`src/design/ipv4fr_pkg.sv`:
```
// Shared types, constants and status codes for the IPv4 fragment reassembly tracker.
package ipv4fr_pkg;

   localparam int ENTRIES      = 4;
   localparam int BUFFER_BYTES = 8192;
   localparam int IDX_W        = (ENTRIES > 1) ? $clog2(ENTRIES) : 1;
   localparam logic [15:0] HDR_BYTES = 16'd20;
   localparam logic [3:0]  IP_VERSION = 4'd4;
   localparam logic [3:0]  IHL_WORDS  = 4'd5;

   typedef enum logic [2:0] {
      ST_BAD_HEADER   = 3'd0,
      ST_BAD_LENGTH   = 3'd1,
      ST_UNFRAGMENTED = 3'd2,
      ST_WAITING      = 3'd3,
      ST_COMPLETE     = 3'd4,
      ST_NO_ENTRY     = 3'd5,
      ST_OVERFLOW     = 3'd6
   } status_type;

   typedef enum logic [1:0] {
      PH_IDLE,
      PH_SCAN,
      PH_HOLD
   } phase_type;

   // Search key passed along the cell chain
   typedef struct packed {
      logic [31:0] src;
      logic [31:0] dst;
      logic [15:0] ident;
   } key_type;

   // Match and free-entry result handed from cell to cell
   typedef struct packed {
      logic             hit;
      logic [IDX_W-1:0] hit_idx;
      logic             free;
      logic [IDX_W-1:0] free_idx;
   } scan_type;

   // Update command broadcast by the controller to every cell
   typedef struct packed {
      logic             en;
      logic [IDX_W-1:0] idx;
      logic             fresh;
      logic             set_last;
      logic [15:0]      total;
      logic [15:0]      clen;
      logic             release_entry;
   } upd_type;

   // Entry contents of the selected cell
   typedef struct packed {
      logic        last;
      logic [15:0] bytes;
      logic [15:0] total;
   } entry_type;

endpackage

```
`src/design/ipv4fr_cell.sv`:
```
// One reassembly entry: key, byte count and total, plus its step of the match chain.
module ipv4fr_cell (
   input  logic                        clock,
   input  logic                        reset,
   input  logic [ipv4fr_pkg::IDX_W-1:0] my_idx,
   input  ipv4fr_pkg::key_type         key,
   input  ipv4fr_pkg::scan_type        scan_prev,
   output ipv4fr_pkg::scan_type        scan_next,
   input  ipv4fr_pkg::upd_type         upd,
   output ipv4fr_pkg::entry_type       entry
);
   import ipv4fr_pkg::*;

   logic        valid_ff, valid_in;
   logic        last_ff, last_in;
   key_type     key_ff;
   logic [15:0] bytes_ff;
   logic [15:0] total_ff;
   logic        sel;
   logic [16:0] sum;
   logic [15:0] bytes_new;
   logic        match;

   // Match against stored key; lowest index wins for both hit and free
   assign match = valid_ff && (key_ff == key);
   always_comb begin
      scan_next = scan_prev;
      if (!scan_prev.hit && match) begin
         scan_next.hit     = 1'b1;
         scan_next.hit_idx = my_idx;
      end
      if (!scan_prev.free && !valid_ff) begin
         scan_next.free     = 1'b1;
         scan_next.free_idx = my_idx;
      end
   end

   assign sel = upd.en && (upd.idx == my_idx);
   assign sum = {1'b0, (upd.fresh ? 16'd0 : bytes_ff)} + {1'b0, upd.clen};
   assign bytes_new = sum[16] ? 16'hFFFF : sum[15:0];

   always_comb begin
      valid_in = valid_ff;
      last_in  = last_ff;
      if (sel) begin
         valid_in = !upd.release_entry;
         last_in  = upd.release_entry ? 1'b0 : (upd.set_last | (last_ff & !upd.fresh));
      end
   end

   // Hold control flags
   always_ff @(posedge clock) begin
      if (reset) begin
         valid_ff <= 1'b0;
         last_ff  <= 1'b0;
      end else begin
         valid_ff <= valid_in;
         last_ff  <= last_in;
      end
   end

   // Latch key, count and total on update
   always_ff @(posedge clock) begin
      if (sel) begin
         if (upd.fresh) key_ff <= key;
         if (upd.set_last) total_ff <= upd.total;
         bytes_ff <= bytes_new;
      end
   end

   assign entry.last  = last_ff;
   assign entry.bytes = bytes_ff;
   assign entry.total = total_ff;

   a_release_clears: assert property (@(posedge clock) disable iff (reset)
      sel && upd.release_entry |=> !valid_ff && !last_ff)
      else $error("released entry still valid");
   a_last_needs_valid: assert property (@(posedge clock) disable iff (reset)
      last_ff |-> valid_ff)
      else $error("last flag on free entry");
   a_fresh_only_free: assert property (@(posedge clock) disable iff (reset)
      sel && upd.fresh |-> !valid_ff)
      else $error("allocation of busy entry");
endmodule

```
`src/design/ipv4_fragment_reassembly_tracker.sv`:
```
// Top level: header check, cell chain of reassembly entries and result register.
// The header is checked and registered on accept; the scan and the entry update run
//   in the scan phase, and the result register is loaded at its end.
// A new header is taken only in the idle phase, after the accept, scan and hold steps
//   of the last one; the entry update is a read-modify-write of the chosen cell.
// Result beats wait in an output register; a new header is taken once it clears.
// Reset: synchronous, active high; all entries free, no result pending.
module ipv4_fragment_reassembly_tracker (
   input  logic        clock,
   input  logic        reset,
   input  logic        req_valid,
   output logic        req_ready,
   input  logic [3:0]  req_version,
   input  logic [3:0]  req_header_words,
   input  logic [15:0] req_total_length,
   input  logic [15:0] req_captured_length,
   input  logic        req_more_fragments,
   input  logic [12:0] req_frag_offset_units,
   input  logic [31:0] req_src_addr,
   input  logic [31:0] req_dst_addr,
   input  logic [15:0] req_ident,
   output logic        rsp_valid,
   input  logic        rsp_ready,
   output logic [2:0]  rsp_status,
   output logic [1:0]  rsp_entry_index,
   output logic [15:0] rsp_buf_offset,
   output logic [15:0] rsp_copy_length,
   output logic [15:0] rsp_datagram_length
);
   import ipv4fr_pkg::*;

   phase_type   phase_ff, phase_in;
   key_type     key_ff;
   logic        mf_ff;
   logic        early_ff;
   status_type  early_st_ff;
   logic [15:0] tlen_ff;
   logic [15:0] coff_ff;
   logic [15:0] clen_ff;
   logic [16:0] end_ff;

   scan_type    chain [ENTRIES+1];
   upd_type     upd;
   entry_type   ents [ENTRIES];

   logic        found;
   logic [IDX_W-1:0] idx;
   logic        fresh;
   logic        ovf;
   logic [16:0] sum;
   logic [15:0] bytes_new;
   logic        last_now;
   logic [15:0] total_now;
   logic        done;
   logic        accept;

   status_type  st_out_ff;
   logic [1:0]  idx_out_ff;
   logic [15:0] coff_out_ff, clen_out_ff, dlen_out_ff;
   logic        rsp_valid_ff;

   logic [15:0] offs;
   logic        bad_hdr, bad_len, unfrag;

   assign req_ready = (phase_ff == PH_IDLE) && (!rsp_valid_ff || rsp_ready);
   assign accept    = req_valid && req_ready;

   // Header checks and copy placement
   assign offs    = {req_frag_offset_units, 3'b000};
   assign bad_hdr = (req_captured_length < HDR_BYTES) || (req_version != IP_VERSION)
                    || (req_header_words != IHL_WORDS);
   assign bad_len = (req_total_length < HDR_BYTES) || (req_total_length > req_captured_length);
   assign unfrag  = !req_more_fragments && (offs == 16'd0);

   always_ff @(posedge clock) begin
      if (accept) begin
         key_ff  <= '{src: req_src_addr, dst: req_dst_addr, ident: req_ident};
         mf_ff   <= req_more_fragments;
         tlen_ff <= req_total_length;
         early_ff <= bad_hdr || bad_len || unfrag;
         priority if (bad_hdr) early_st_ff <= ST_BAD_HEADER;
         else if (bad_len)     early_st_ff <= ST_BAD_LENGTH;
         else                  early_st_ff <= ST_UNFRAGMENTED;
         if (offs == 16'd0) begin
            coff_ff <= 16'd0;
            clen_ff <= req_total_length;
            end_ff  <= {1'b0, req_total_length};
         end else begin
            coff_ff <= offs + HDR_BYTES;
            clen_ff <= req_total_length - HDR_BYTES;
            end_ff  <= {1'b0, offs} + {1'b0, req_total_length};
         end
      end
   end

   // Cell chain
   assign chain[0] = '0;
   for (genvar g = 0; g < ENTRIES; g++) begin : g_cell
      ipv4fr_cell u_cell (
         .clock(clock), .reset(reset),
         .my_idx(IDX_W'(g)),
         .key(key_ff),
         .scan_prev(chain[g]),
         .scan_next(chain[g+1]),
         .upd(upd),
         .entry(ents[g])
      );
   end

   assign found = chain[ENTRIES].hit || chain[ENTRIES].free;
   assign fresh = !chain[ENTRIES].hit;
   assign idx   = chain[ENTRIES].hit ? chain[ENTRIES].hit_idx : chain[ENTRIES].free_idx;
   assign ovf   = end_ff > 17'(BUFFER_BYTES);

   assign sum       = {1'b0, (fresh ? 16'd0 : ents[idx].bytes)} + {1'b0, clen_ff};
   assign bytes_new = sum[16] ? 16'hFFFF : sum[15:0];
   assign last_now  = !mf_ff || (!fresh && ents[idx].last);
   assign total_now = !mf_ff ? end_ff[15:0] : ents[idx].total;
   assign done      = last_now && (bytes_new >= total_now);

   always_comb begin
      upd.en            = (phase_ff == PH_SCAN) && !early_ff && found && !ovf;
      upd.idx           = idx;
      upd.fresh         = fresh;
      upd.set_last      = !mf_ff;
      upd.total         = end_ff[15:0];
      upd.clen          = clen_ff;
      upd.release_entry = done;
   end

   // Phase sequencing
   always_comb begin
      phase_in = phase_ff;
      unique case (phase_ff)
         PH_IDLE: if (accept) phase_in = PH_SCAN;
         PH_SCAN: phase_in = PH_HOLD;
         PH_HOLD: phase_in = PH_IDLE;
         default: phase_in = PH_IDLE;
      endcase
   end

   always_ff @(posedge clock) begin
      if (reset) begin
         phase_ff     <= PH_IDLE;
         rsp_valid_ff <= 1'b0;
      end else begin
         phase_ff <= phase_in;
         if (phase_ff == PH_SCAN)   rsp_valid_ff <= 1'b1;
         else if (rsp_ready)        rsp_valid_ff <= 1'b0;
      end
   end

   // Build the result beat
   always_ff @(posedge clock) begin
      if (phase_ff == PH_SCAN) begin
         idx_out_ff  <= 2'd0;
         coff_out_ff <= 16'd0;
         clen_out_ff <= 16'd0;
         dlen_out_ff <= 16'd0;
         priority if (early_ff) begin
            st_out_ff <= early_st_ff;
            if (early_st_ff == ST_UNFRAGMENTED) dlen_out_ff <= tlen_ff;
         end else if (!found) begin
            st_out_ff <= ST_NO_ENTRY;
         end else begin
            idx_out_ff  <= 2'(idx);
            coff_out_ff <= coff_ff;
            clen_out_ff <= clen_ff;
            if (ovf) st_out_ff <= ST_OVERFLOW;
            else if (done) begin
               st_out_ff   <= ST_COMPLETE;
               dlen_out_ff <= total_now;
            end else st_out_ff <= ST_WAITING;
         end
      end
   end

   assign rsp_valid           = rsp_valid_ff;
   assign rsp_status          = st_out_ff;
   assign rsp_entry_index     = idx_out_ff;
   assign rsp_buf_offset      = coff_out_ff;
   assign rsp_copy_length     = clen_out_ff;
   assign rsp_datagram_length = dlen_out_ff;

   a_scan_after_accept: assert property (@(posedge clock) disable iff (reset)
      accept |=> phase_ff == PH_SCAN)
      else $error("accept did not start scan");
   a_result_after_scan: assert property (@(posedge clock) disable iff (reset)
      phase_ff == PH_SCAN |=> rsp_valid)
      else $error("scan gave no result");
   a_no_update_early: assert property (@(posedge clock) disable iff (reset)
      upd.en |-> !early_ff && !ovf)
      else $error("update on rejected header");
endmodule

```
`config.mk`:
```
export PLATFORM = sky130hd
export DESIGN_NAME = ipv4_fragment_reassembly_tracker
export DESIGN_NICKNAME = d
export VERILOG_FILES = /design/src/design/ipv4fr_pkg.sv /design/src/design/ipv4fr_cell.sv /design/src/design/ipv4_fragment_reassembly_tracker.sv
export SDC_FILE = /design/constraint.sdc
export NUM_CORES = 2
export LEC_CHECK = 0
export BUFFER_PORTS_ARGS = -buffer_cell sky130_fd_sc_hd__buf_2
export CAP_MARGIN = 20
export CORE_ASPECT_RATIO = 0.5
export CORE_MARGIN = 4
export CORE_UTILIZATION = 30
export DETAILED_ROUTE_END_ITERATION = 8
export GPL_TIMING_DRIVEN = 0
export PLACE_DENSITY_LB_ADDON = 0.15
export RECOVER_POWER = 25
export SETUP_SLACK_MARGIN = 0.1
export SLEW_MARGIN = 20
export SYNTH_ARGS = -nofsm -noshare
export SYNTH_HDL_FRONTEND = slang
export SYNTH_HIERARCHICAL = 1
export SYNTH_SLANG_ARGS = --single-unit
```
`constraint.sdc`:
```
create_clock -name clock -period 10 [get_ports clock]
set_input_delay 2 -clock clock [delete_from_list [all_inputs] [get_ports clock]]
set_output_delay 2 -clock clock [all_outputs]
set_load 0.05 [all_outputs]
```
==> Yosys cells after proc, flatten, opt, wreduce, memory -nomap -nowiden <==
Index checks and enable logic that the tools add are counted.
{ "word_totals": {"reg_bits": 662, "latchBits": 0, "ramBits": 0, "rom_bits": 0, "in_bits": 138, "word_cells": 181, "mem_count": 0} }
{ "op_classes": {"n_addsub": 8, "mul": 0, "div_mod_pow": 0, "n_lt_le_gt_ge": 6, "eq_ne": 12, "shifts": 0, "mux": 39, "bitwise_logic": 12, "n_reduce_logical": 58} }
{ "ops": {"columns": ["op", "count"], "rows": [
  ["$eq 80x80->1", 4],
  ["$mux 16", 14],
  ["$add 16x16->17", 6],
  ["$bmux 33 s2", 1],
  ["$mux 33", 2],
  ["$mux 3", 12],
  ["$lt 16x5->1 const B", 2],
  ["$logic_and 1x1->1", 22],
  ["$gt 17x14->1 const B", 1],
  ["$add 16x5->16 const B", 1],
  ["$ge 16x16->1", 1],
  ["$gt 16x16->1", 1],
  ["$logic_not 16->1", 1],
  ["$reduce_and 2->1", 8],
  ["$sub 16x5->16 const B", 1],
  ["$logic_not 1->1", 15],
  ["$logic_or 1x1->1", 8],
  ["$ne 4x3->1 const B", 2],
  ["$mux 1", 6],
  ["$mux 2", 3],
  ["$and 1x1->1", 4],
  ["$eq 2x1->1 const B", 2],
  ["$eq 2x2->1 const B", 2],
  ["$logic_not 2->1", 2],
  ["9 further kinds", 14]
]} }

==> Depth between registers and ports, before layout <==
{ "depth": {"word_depth": 26, "ltp_mapped": 34, "depth_no_buf": 32} }

==> Hierarchy <==
Netlist, hierarchy kept.
{ "modules_own_cells": {"columns": ["module", "n_inst", "cells_per_inst", "area_each_um2"], "rows": [
  ["ipv4fr_cell at g_cell[0].u_cell ...", 3, 405, 5492.8],
  ["ipv4_fragment_reassembly_tracker", 1, 866, 10447.5],
  ["ipv4fr_cell at g_cell[3].u_cell", 1, 401, 5585.4]
]} }

==> Worst setup path after synthesis <==
No wires, ideal clock.
{ "synth_path": {"path_type": "register to register", "from": "reg, netlist name key_ff[21]", "to": "reg g_cell[0].u_cell.last_ff", "setup_time_ps": 66, "arrival_time_ps": 7571, "t_required_ps": 9934, "slack_ps": 2363, "path_stages_with_launch": 33, "n_path_buf": 2, "synth_period_minus_slack_ps": 7637, "cell_sequence": "edfxtp_1 > nor2b_4 > a2111o_1 > a2111oi_2 > nand4_1 > o31ai_1 > nor4_2 > mux2_1 > mux2_1 > mux2_1 > mux2i_4 > inv_2 > buf_4 > mux4_2 > and2_1 > ha_1 > fa_1 > a211oi_1 > nor2_1 > o22ai_1 > o31ai_2 > a31oi_1 > buf_2 > nand2_1 > ha_1 > and4_1 > a31o_2 > a221oi_1 > o21ai_2 > and2_1 > o21ai_0 > a22oi_1 > nor2_1"} }
{ "synth_rtl": {"columns": ["item", "line_no", "rtl"], "rows": [
  ["end signal: assignment", "ipv4fr_cell.sv:58", "last_ff <= last_in;"],
  ["end: declaration", "ipv4fr_cell.sv:15", "logic last_ff, last_in;"]
]} }

==> results.yml <==
outcome:
  status: "finished clean"
timing:
  hold_viol_final: 0
  finalSetupTns_ns: 0
  final-max-slew-violation-count: 0
  tightest_slew_ns: 1.07
  max_slew_margin: 0.288
  period_share: 0.904
  finalSetupViolations: 0
  fin_crit_ns: 9.04
  max_freq_ghz: 0.111
  skew_ns: 0.0281
  rsz0062_at_grt: "no"
layout:
  drive_above_1_share: 0.149
  areaGrowthSynthToFinish_pct: 16.2
  design_area_sq_mm: 0.0378
  final_cell_mix: "641 x edfxtp_1, 203 x buf_2, 188 x nand2_1"
  final_common_cell: "edfxtp_1"
  final_nets: 3053
clocking:
  tritoncts: "built"
  ctsResizeCount: 0
  cts_root_buf: "clkbuf_16"
  postCtsSetupBuffers: 0
  htreeDepth: 3
  cts_hold_buffers: 0
  cts_buffers: 67
  clk_pin_slew_ns: 0.06
  cts.sinks: 652
  clk_latency_ns: 0.65
  clockBufferDepth: 3
logic_synthesis:
  synthArstFlopShare: 0
  synth_cell_types: 94
  ys_top_cells_by_area: "edfxtp_1 59%, xnor2_1 5.0%, ha_1 4.9%, xor2_1 3.3%, nand2_1 2.2%"
  netlist.area_leader.share: 0.592
  seq_area_frac_synth: 0.599
  synth_seq_cells: 652
  synth_edf_count: 641
  synth.avg_cell_area_sq_um: 13.1
  yosysTopAreaCell: "edfxtp_1"
  synthCells: 2482
  synth_flop_cell: "edfxtp_1"
  yosysWarnings: 6
  syn_area_sq_mm: 0.0325
worst_setup_path:
  crit_top_cell: "mux2_1"
  r2r_start: "key_ff[5]$_DFFE_PP_"
  start_kind: "register"
  cp.arrival_ns: 9.62
  max_stage_delay_ns: 0.80
  crit_family: "compound AO/OA/AOI/OAI gates"
  worst-r2r-setup-slack_ns: 0.96
  slowest_stage: "edfxtp_1"
  critical_path_class: "reg2reg"
  crit_fanout: 13
  r2r_end: "g_cell[3].u_cell/last_ff$_SDFFE_PP0P_"
  cp.required_ns: 10.57
  cp-end-kind: "register"
  worst-path-buf-inv: 3
  ff2ff_path_depth: 31
drt:
  avgViaCountPerCell: 4.76
  ant_nets: 0
  first_pass_iters: 5
  via_count: 20300
  wl_per_cell_um: 20.7
  routed_wl_um: 88300
  drc: 0
  dr.first_iter.drc_count: 1534
grt:
  grt_pass1_vias: 20200
  overflow: 0
  track_usage: 0.153
  grt_max_degree: 56
  antenna_found_initial: 1
  grt_pass1_wl_um: 131000
power_and_ir_drop:
  switchingPower_mw: 1.65
  finalPower_mw: 6.42
  power_leakage_nw: 13.7
  internal-power_mw: 4.77
  power.share.clock: 0.386
  vdd_drop_max_uv: 122
  swShare: 0.258
  p_seq_frac: 0.501
  power.density_mw_per_mm2: 170
  power_frac_comb: 0.113
hold_path:
  hold_class: "reg2reg"
  worstHoldStart: "g_cell[2].u_cell/last_ff$_SDFFE_PP0P_"
  whs_path_depth: 2
  hold_end: "g_cell[2].u_cell/last_ff$_SDFFE_PP0P_"
floorplanning:
  core-area_sq_mm: 0.108
  ios: 193
  start_util: 0.302
  die_w_um: 474
  die_area_sq_mm: 0.114
  die_h_um: 241
  row_count: 85
place:
  port_buffers: 190
  gp_congestion: 0.839
  dp_hpwl_um: 63500
  place_area_sq_mm: 0.0356
flow_run:
  drv_cap: 0
[worst min-delay path, cell delays in order (launching register included)]
cell and delay [ns]:
dfxtp_1 0.33, a22oi_1 0.07, nor2_1 0.08
[how the worst max path moves through the flow]
stage / startpoint / endpoint / slack (ns) / cells past startpoint
2_1_floorplan: key_ff[21]$_DFFE_PP_ / g_cell[0].u_cell/last_ff$_SDFFE_PP0P_ / 2.36 / 32
3_3_place_gp: key_ff[63]$_DFFE_PP_ / g_cell[1].u_cell/key_ff[11]$_DFFE_PP_ / -0.24 / 16
3_5_place_dp: key_ff[63]$_DFFE_PP_ / g_cell[3].u_cell/last_ff$_SDFFE_PP0P_ / 0.33 / 33
4_1_cts: key_ff[63]$_DFFE_PP_ / g_cell[1].u_cell/last_ff$_SDFFE_PP0P_ / 0.25 / 33
5_1_grt: key_ff[75]$_DFFE_PP_ / g_cell[3].u_cell/last_ff$_SDFFE_PP0P_ / 0.23 / 32
6_report: key_ff[5]$_DFFE_PP_ / g_cell[3].u_cell/last_ff$_SDFFE_PP0P_ / 0.96 / 31
[stage by stage]
step | hold slack, ns | utilization | setup WS [ns] | std cells
global route | 0.536 | 0.351 | 0.226 | 4264
floorplan | 0.467 | - | 2.36 | 2514
global placement | 0.482 | 0.329 | -0.239 | 4139
finish | 0.514 | 0.351 | 0.958 | 4266
detailed placement | 0.492 | 0.331 | 0.325 | 4147
CTS | 0.511 | 0.351 | 0.252 | 4263
[power by group through the flow]
stage	logic (mW)	clock network, mW	registers, mW
after floorplan	0.484	0	3.25
after global placement	0.708	0	3.29
after detailed placement	0.721	0	3.28
after CTS	0.727	2.58	3.22
after global routing	0.812	2.69	3.23
final	0.726	2.48	3.22
[sequential cells by signal, indices dropped and copies added (netlist names)]
name and cells:
early_st_ff 2, rsp_status 3, rsp_copy_length 16, g_cell.u_cell/key_ff 320
rsp_entry_index 2, phase_ff 2, g_cell.u_cell/valid_ff 4, key_ff 80
rsp_datagram_length 16, early_ff 1, g_cell.u_cell/total_ff 64, clen_ff 14
tlen_ff 16, g_cell.u_cell/bytes_ff 64, mf_ff 1, coff_ff 14
end_ff 14, rsp_valid 1, g_cell.u_cell/last_ff 4, rsp_buf_offset 14
[layer usage]
layer  track usage  vias to the layer above  share of wire
li1              -                     9880              -
met1         0.216                     9951           0.48
met2         0.244                      381           0.45
met3        0.0331                       96          0.048
met4        0.0333                        0          0.018
met5             0                        -              0
[area by class of cell]
class | instances | area [sq um]
diodes | 2 | 5.00
repair buffers | 199 | 1170
inverters | 132 | 502
clock buffers | 84 | 1790
fillers | 10500 | 69800
well taps | 1435 | 1800
flip-flops and latches | 652 | 19500
multi-input cells | 1680 | 12500
clock inverters | 32 | 299
plain buffers | 50 | 264
[kinds of logic (layout without fill, tap and decap cells)]
family / count (synthesis) / after routing / share of synthesized area
mux: 53 / 53 / 0.0241
flops: 652 / 652 / 0.599
fa+ha+maj: 133 / 133 / 0.0526
compound gates: 422 / 422 / 0.0909
buf+inv: 182 / 497 / 0.0233
simple gates: 732 / 732 / 0.128
xor+xnor: 306 / 306 / 0.0824
other cells: 2 / 36 / 0.000231
[Yosys cell counts (11+ instances only)]
cell type / instances
o21ai_0: 54
mux4_2: 17
nor2_1: 80
nor4_1: 42
edfxtp_1: 641
o21a_1: 20
nand3_1: 25
o211ai_1: 18
dfxtp_1: 11
ha_1: 127
a21o_1: 34
xor2_1: 121
clkbuf_1: 25
o22ai_1: 30
inv_1: 122
a21oi_1: 62
o21ai_1: 40
xnor2_1: 185
nor3_1: 22
and3_1: 33
nand4_1: 45
nand2b_1: 64
a22oi_1: 12
buf_2: 13
and2_1: 62
a31oi_1: 22
nor2b_1: 98
mux2i_1: 16
o2111ai_1: 17
a211oi_1: 26
nand2_1: 188
No activity file was read; power rests on OpenSTA's default activity.
